`config.mk`:
```
export PLATFORM = sky130hd
export DESIGN_NAME = pafb_mac
export DESIGN_NICKNAME = d
export VERILOG_FILES = /design/src/design/pafb_pkg.sv /design/src/design/pafb_mac.sv
export SDC_FILE = /design/constraint.sdc
export NUM_CORES = 2
export LEC_CHECK = 0
export ABC_AREA = 1
export ABC_CLOCK_PERIOD_IN_PS = 5800
export BUFFER_PORTS_ARGS = -buffer_cell sky130_fd_sc_hd__buf_2
export CORE_MARGIN = 1.5
export CORE_UTILIZATION = 45
export DETAILED_ROUTE_END_ITERATION = 12
export HOLD_SLACK_MARGIN = 0.05
export PLACE_DENSITY = 0.62
export SLEW_MARGIN = 30
export SYNTH_ARGS = -nofsm -noshare
export SYNTH_HDL_FRONTEND = slang
export SYNTH_SLANG_ARGS = --single-unit
export TNS_END_PERCENT = 100
```
`constraint.sdc`:
```
create_clock -name clk -period 5.8 [get_ports clk]
set_input_delay 0.29 -clock clk [delete_from_list [all_inputs] [get_ports clk]]
set_output_delay 0.29 -clock clk [all_outputs]
set_load 0.1 [all_outputs]
```
`src/design/pafb_pkg.sv`:
```
`default_nettype none

package pafb_pkg;

  // Fixed field widths
  localparam int CMD_W        = 1;
  localparam int CH_FIELD_W   = 3;
  localparam int SAMPLE_W     = 24;
  localparam int COEF_IDX_W   = 9;
  localparam int COEF_W       = 18;
  localparam int SUB_W        = 32;
  localparam int BAND_FIELD_W = 5;

  // Fixed-point constants
  localparam int COS_W   = 18;
  localparam int FRAC_SH = 16;
  localparam int COS_PTS = 65;
  localparam longint COS_C1 = 64'sd1073418433;

  // Request kinds
  localparam logic [CMD_W-1:0] CMD_SAMPLE = 1'b0;
  localparam logic [CMD_W-1:0] CMD_COEF   = 1'b1;

  // Parameter defaults
  localparam int DEF_CHANNELS = 6;
  localparam int DEF_BANDS    = 32;
  localparam int DEF_TAPS     = 8;

  typedef logic [COS_PTS-1:0][COS_W-1:0] cos_rom_t;

  // Tags that travel with one operand pair through the MAC
  typedef struct packed {
    logic valid;
    logic neg;
    logic first;
    logic last;
  } mac_ctl_t;

  // Quarter-wave cosine table, cos(j*pi/128) in Q1.16, by integer recurrence
  function automatic cos_rom_t build_cos_rom();
    longint   c [COS_PTS];
    cos_rom_t r;
    int       j;
    c[0] = 64'sd1 <<< 30;
    c[1] = COS_C1;
    for (j = 1; j < COS_PTS - 1; j++) begin
      c[j + 1] = ((2 * COS_C1 * c[j] + (64'sd1 <<< 29)) >>> 30) - c[j - 1];
    end
    for (j = 0; j < COS_PTS - 1; j++) begin
      r[j] = COS_W'((c[j] + (64'sd1 <<< 13)) >>> 14);
    end
    r[COS_PTS - 1] = '0;
    return r;
  endfunction

  localparam cos_rom_t COS_ROM = build_cos_rom();

  // Full-wave cosine of a*pi/128
  function automatic logic signed [COS_W-1:0] cos_lookup(input logic [7:0] a);
    logic signed [COS_W-1:0] r;
    if (a <= 8'd64) begin
      r = $signed(COS_ROM[7'(a)]);
    end else if (a <= 8'd128) begin
      r = -$signed(COS_ROM[7'(8'd128 - a)]);
    end else if (a <= 8'd192) begin
      r = -$signed(COS_ROM[7'(a - 8'd128)]);
    end else begin
      r = $signed(COS_ROM[7'(9'd256 - {1'b0, a})]);
    end
    return r;
  endfunction

endpackage

`default_nettype wire

```
`src/design/pafb_mac.sv`:
```
`default_nettype none

// Shared multiply-accumulate: operand register, product register, accumulator.
module pafb_mac #(
  parameter int A_W   = 29,
  parameter int B_W   = 18,
  parameter int ACC_W = 53
) (
  input  wire                           clk,
  input  wire                           rst_n,
  input  wire pafb_pkg::mac_ctl_t       ctl,
  input  wire logic signed [A_W-1:0]    op_a,
  input  wire logic signed [B_W-1:0]    op_b,
  output logic signed [ACC_W-1:0]       acc,
  output logic                          done
);

  localparam logic signed [ACC_W-1:0] RND = ACC_W'(1) << (pafb_pkg::FRAC_SH - 1);

  pafb_pkg::mac_ctl_t          ctl1_r, ctl2_r;
  logic signed [A_W-1:0]       a1_r;
  logic signed [B_W-1:0]       b1_r;
  logic signed [A_W+B_W-1:0]   prod_r;
  logic signed [ACC_W-1:0]     acc_r;
  logic                        done_r;

  // control tags
  always_ff @(posedge clk) begin
    if (!rst_n) begin
      ctl1_r <= '0;
      ctl2_r <= '0;
      done_r <= 1'b0;
    end else begin
      ctl1_r <= ctl;
      ctl2_r <= ctl1_r;
      done_r <= ctl2_r.valid && ctl2_r.last;
    end
  end

  // datapath: sign applied on the way in, rounding bias on the first term
  always_ff @(posedge clk) begin
    a1_r   <= ctl.neg ? -op_a : op_a;
    b1_r   <= op_b;
    prod_r <= a1_r * b1_r;
    if (ctl2_r.valid) begin
      if (ctl2_r.first) begin
        acc_r <= ACC_W'(prod_r) + RND;
      end else begin
        acc_r <= acc_r + ACC_W'(prod_r);
      end
    end
  end

  assign acc  = acc_r;
  assign done = done_r;

endmodule

`default_nettype wire

```
==> metrics.yaml <==
outcome:
  status: "finished clean"
grt:
  met1_usage_pct: 32.54
  met2_usage_pct: 46.95
  overflow: 0
  gr-usage-met3_pct: 3.368
  grtUsageTotal_pct: 26.67
  grt_pass1_wl_mm: 140.0
  grt_pass1_vias: 27090
  grt_max_degree: 54
  antenna_found_initial: 1
  gr-max-usage-layer: "met2"
clock_network:
  cts.sinks: 154
  clockBufferDepth: 2
  clkLatencyLatePin_ns: 0.51
  clkSlewWorstSetupHoldPaths_ns: 0.09
  cts_max_level: 4
  ctsRootBufferMaster: "clkbuf_16"
  cts_buffers: 17
  cts_tree: "yes"
sta:
  final-hold-violation-count: 0
  final_max_slew_viol_count: 0
  max_slew_margin_pct: 52.52
  layout_worst_path_cycle_share_pct: 96.20
  worst_pin_slew_ns: 0.7122
  period_needed_ns: 5.580
  setup_viol: 0
  holdWs_ns: 0.07896
  finClkSkew_ns: 0.02444
  fmax_mhz: 179.2
synthesis:
  syn_nets: 4948
  ys_seq_area_share_pct: 12.03
  synth_edf_count: 53
  avgSynthCellArea_um2: 7.117
  synth_top_area_share_pct: 33.73
  ys.flop_type: "dfxtp_1"
  synth_seq_cells: 154
  yosysWarnings: 0
  synthTopCellsByArea: "fa_1 (34%), nand2_1 (16%), inv_1 (15%), ha_1 (7.0%), dfxtp_1 (6.7%)"
  synth_area_um2: 30040
  synthDistinctLibCells: 47
  synthArstFlopShare_pct: 0
  yosysTopAreaCell: "fa_1"
  syn_inst: 4220
flow_run:
  cap_viol_max_count: 0
setup_path:
  crit_type: "reg -> reg"
  cp_num_buf_inv: 6
  critPathRequiredTime_ns: 6.18
  cp_slowest_cell: "fa_1"
  crit_path_frequent_cell: "fa_1"
  setup.worst_path.end_class: "register"
  cpPeakStageDelay_ns: 0.61
  cp_top_family: "adder cells"
  crit_chain: "buf_4 -> nand2_1 -> inv_1 -> fa_1 -> buf_4 -> fa_2 -> fa_1 -> fa_1 -> inv_1 -> fa_1 -> fa_1 -> inv_1 -> ha_1 -> inv_1 -> nor3_2 -> nand2_1 -> nor2_2 -> nand3b_1 -> nand4_1 -> nand2_1"
  cp_max_fo: 9
  critical_path_arrival_ns: 5.96
  crit_path_start_kind: "register"
die:
  num_io_pins: 107
  die_width_um: 261.4
  fp.dieArea_um2: 68300
  core_area_um2: 65860
  fp.dieH_um: 261.4
  initial_core_util_pct: 45.60
  num_rows: 94
detailed_routing:
  firstDrtPassIters: 6
  drt_iter0_markers: 1792
  detail-route-antenna-nets: 0
  wl_mm: 88.21
  wire_per_inst_um: 16.51
  viasPerCell: 4.858
  drc: 0
  vias: 25960
finish:
  layout-drive-gt1-share_pct: 12.23
  final_nets: 5194
  final_cells: 5344
  syn_to_final_growth_pct: 15.33
  final_util_pct: 52.60
placement:
  port_buffers: 106
  routabilityCongestion: 0.9796
  hpwl_mm: 75.66
  dpl.cell_count: 5266
min_path:
  worstHoldPathType: "in -> reg"
timing repair:
item,in CTS,in global routing
setup endpoints to repair,4,30
hold buffers,38,0
endpoints found under the hold margin,36,0
resized for setup,4,150
pin swaps,0,25
setup buffers,0,3
cloned,0,4
per-stage QoR:
step            TNS, ns  setup WS, ns  area [um^2]
2_1_floorplan         0       0.06624        30040
3_3_place_gp    -0.1973       -0.1544        33030
3_5_place_dp    -0.3460       -0.1986        33030
4_1_cts               0      0.003702        33990
5_1_grt        -0.04665      -0.02561        34640
6_report              0        0.2204        34640
cell families after synthesis:
logic type	share of synthesized area [%]
simple gates	24.34
buf+inv	16.31
fa+ha+maj	40.77
compound gates	3.753
flops	12.03
xor+xnor	2.799
worst paths after layout:
path | endpoint | slack (ns) | from | cells past startpoint
setup / recovery | prod_r[45] | 0.22 | a1_r[28] | 20
hold reg to reg | ctl2_r[3] | 0.42 | ctl1_r[3] | 2
hold / removal | a1_r[15] | 0.08 | op_a[15] | 3
setup reg to reg | prod_r[45] | 0.22 | a1_r[28] | 20
layout by cell type (no fill, tap or decap), types with 5 or more instances in the layout:
master,instances
nor3_1,23
xor2_1,68
inv_2,16
dfxtp_2,16
a21oi_2,21
nor2_4,9
ha_1,154
nand3_2,10
o21ai_1,16
inv_6,5
a31oi_1,5
nor2_2,41
ha_4,13
fa_2,13
clkbuf_16,21
buf_2,106
nand3b_1,7
inv_1,1160
dlygate4sd3_1,38
nor2_1,208
buf_4,174
dfxtp_1,81
o21ai_0,41
nand4_1,38
o21bai_1,13
xnor2_1,28
buf_12,28
nand3_1,123
nor3_2,8
a21oi_1,90
edfxtp_1,53
or2_2,17
nand2_2,13
and2_1,6
fa_1,493
nand2_1,1265
synthesized netlist by cell type, types with 2 or more instances:
| master | count |
|---|---|
| a31oi_1 | 5 |
| or2_1 | 3 |
| nand4_1 | 38 |
| o211ai_1 | 2 |
| nand3_2 | 7 |
| nand3b_1 | 7 |
| xnor2_1 | 28 |
| a21o_1 | 3 |
| edfxtp_1 | 53 |
| clkbuf_1 | 104 |
| nor3_2 | 6 |
| o21a_1 | 2 |
| fa_1 | 506 |
| o21ai_0 | 51 |
| xor2_1 | 68 |
| and2_1 | 6 |
| a21oi_1 | 112 |
| o21ai_2 | 2 |
| nand2_1 | 1271 |
| or2_2 | 17 |
| nand2_2 | 7 |
| nor2_2 | 15 |
| nor3_1 | 26 |
| nor2_1 | 238 |
| inv_1 | 1167 |
| o21bai_1 | 15 |
| dfxtp_1 | 101 |
| o31ai_1 | 3 |
| nor4_1 | 7 |
| and3_1 | 2 |
| nand3_1 | 126 |
| ha_1 | 169 |
| buf_2 | 4 |
| buf_1 | 17 |
| inv_2 | 9 |
| o21ai_1 | 8 |
| nor2_4 | 5 |
worst min-delay path: stages:
cell    delay [ns]
buf_2         0.10
inv_1         0.08
xor2_1        0.06
registers in the layout, indices dropped and copies added, names as in the netlist:
signal	cells
done	1
b1_r	18
ctl1_r	3
a1_r	29
ctl2_r	3
prod_r	47
acc	53
routing by layer:
metal | wire length, um | share of wire, %
met5 | 0 | 0
met4 | 4102 | 4.7
met3 | 4369 | 5.0
met2 | 42610 | 48
met1 | 37130 | 42
cell type report:
type	instances	area, um^2
antenna	1	2.502
clock buffer	17	425.4
clock inverter	15	130.1
fill	6525	31220
inverter	1177	4418
multi-input combinational	2763	22020
sequential	154	3649
tap	864	1081
timing repair buffer	353	2912
Power is not shown: default switching activity piles up to over one toggle a cycle in this logic, so the estimate is an artifact.
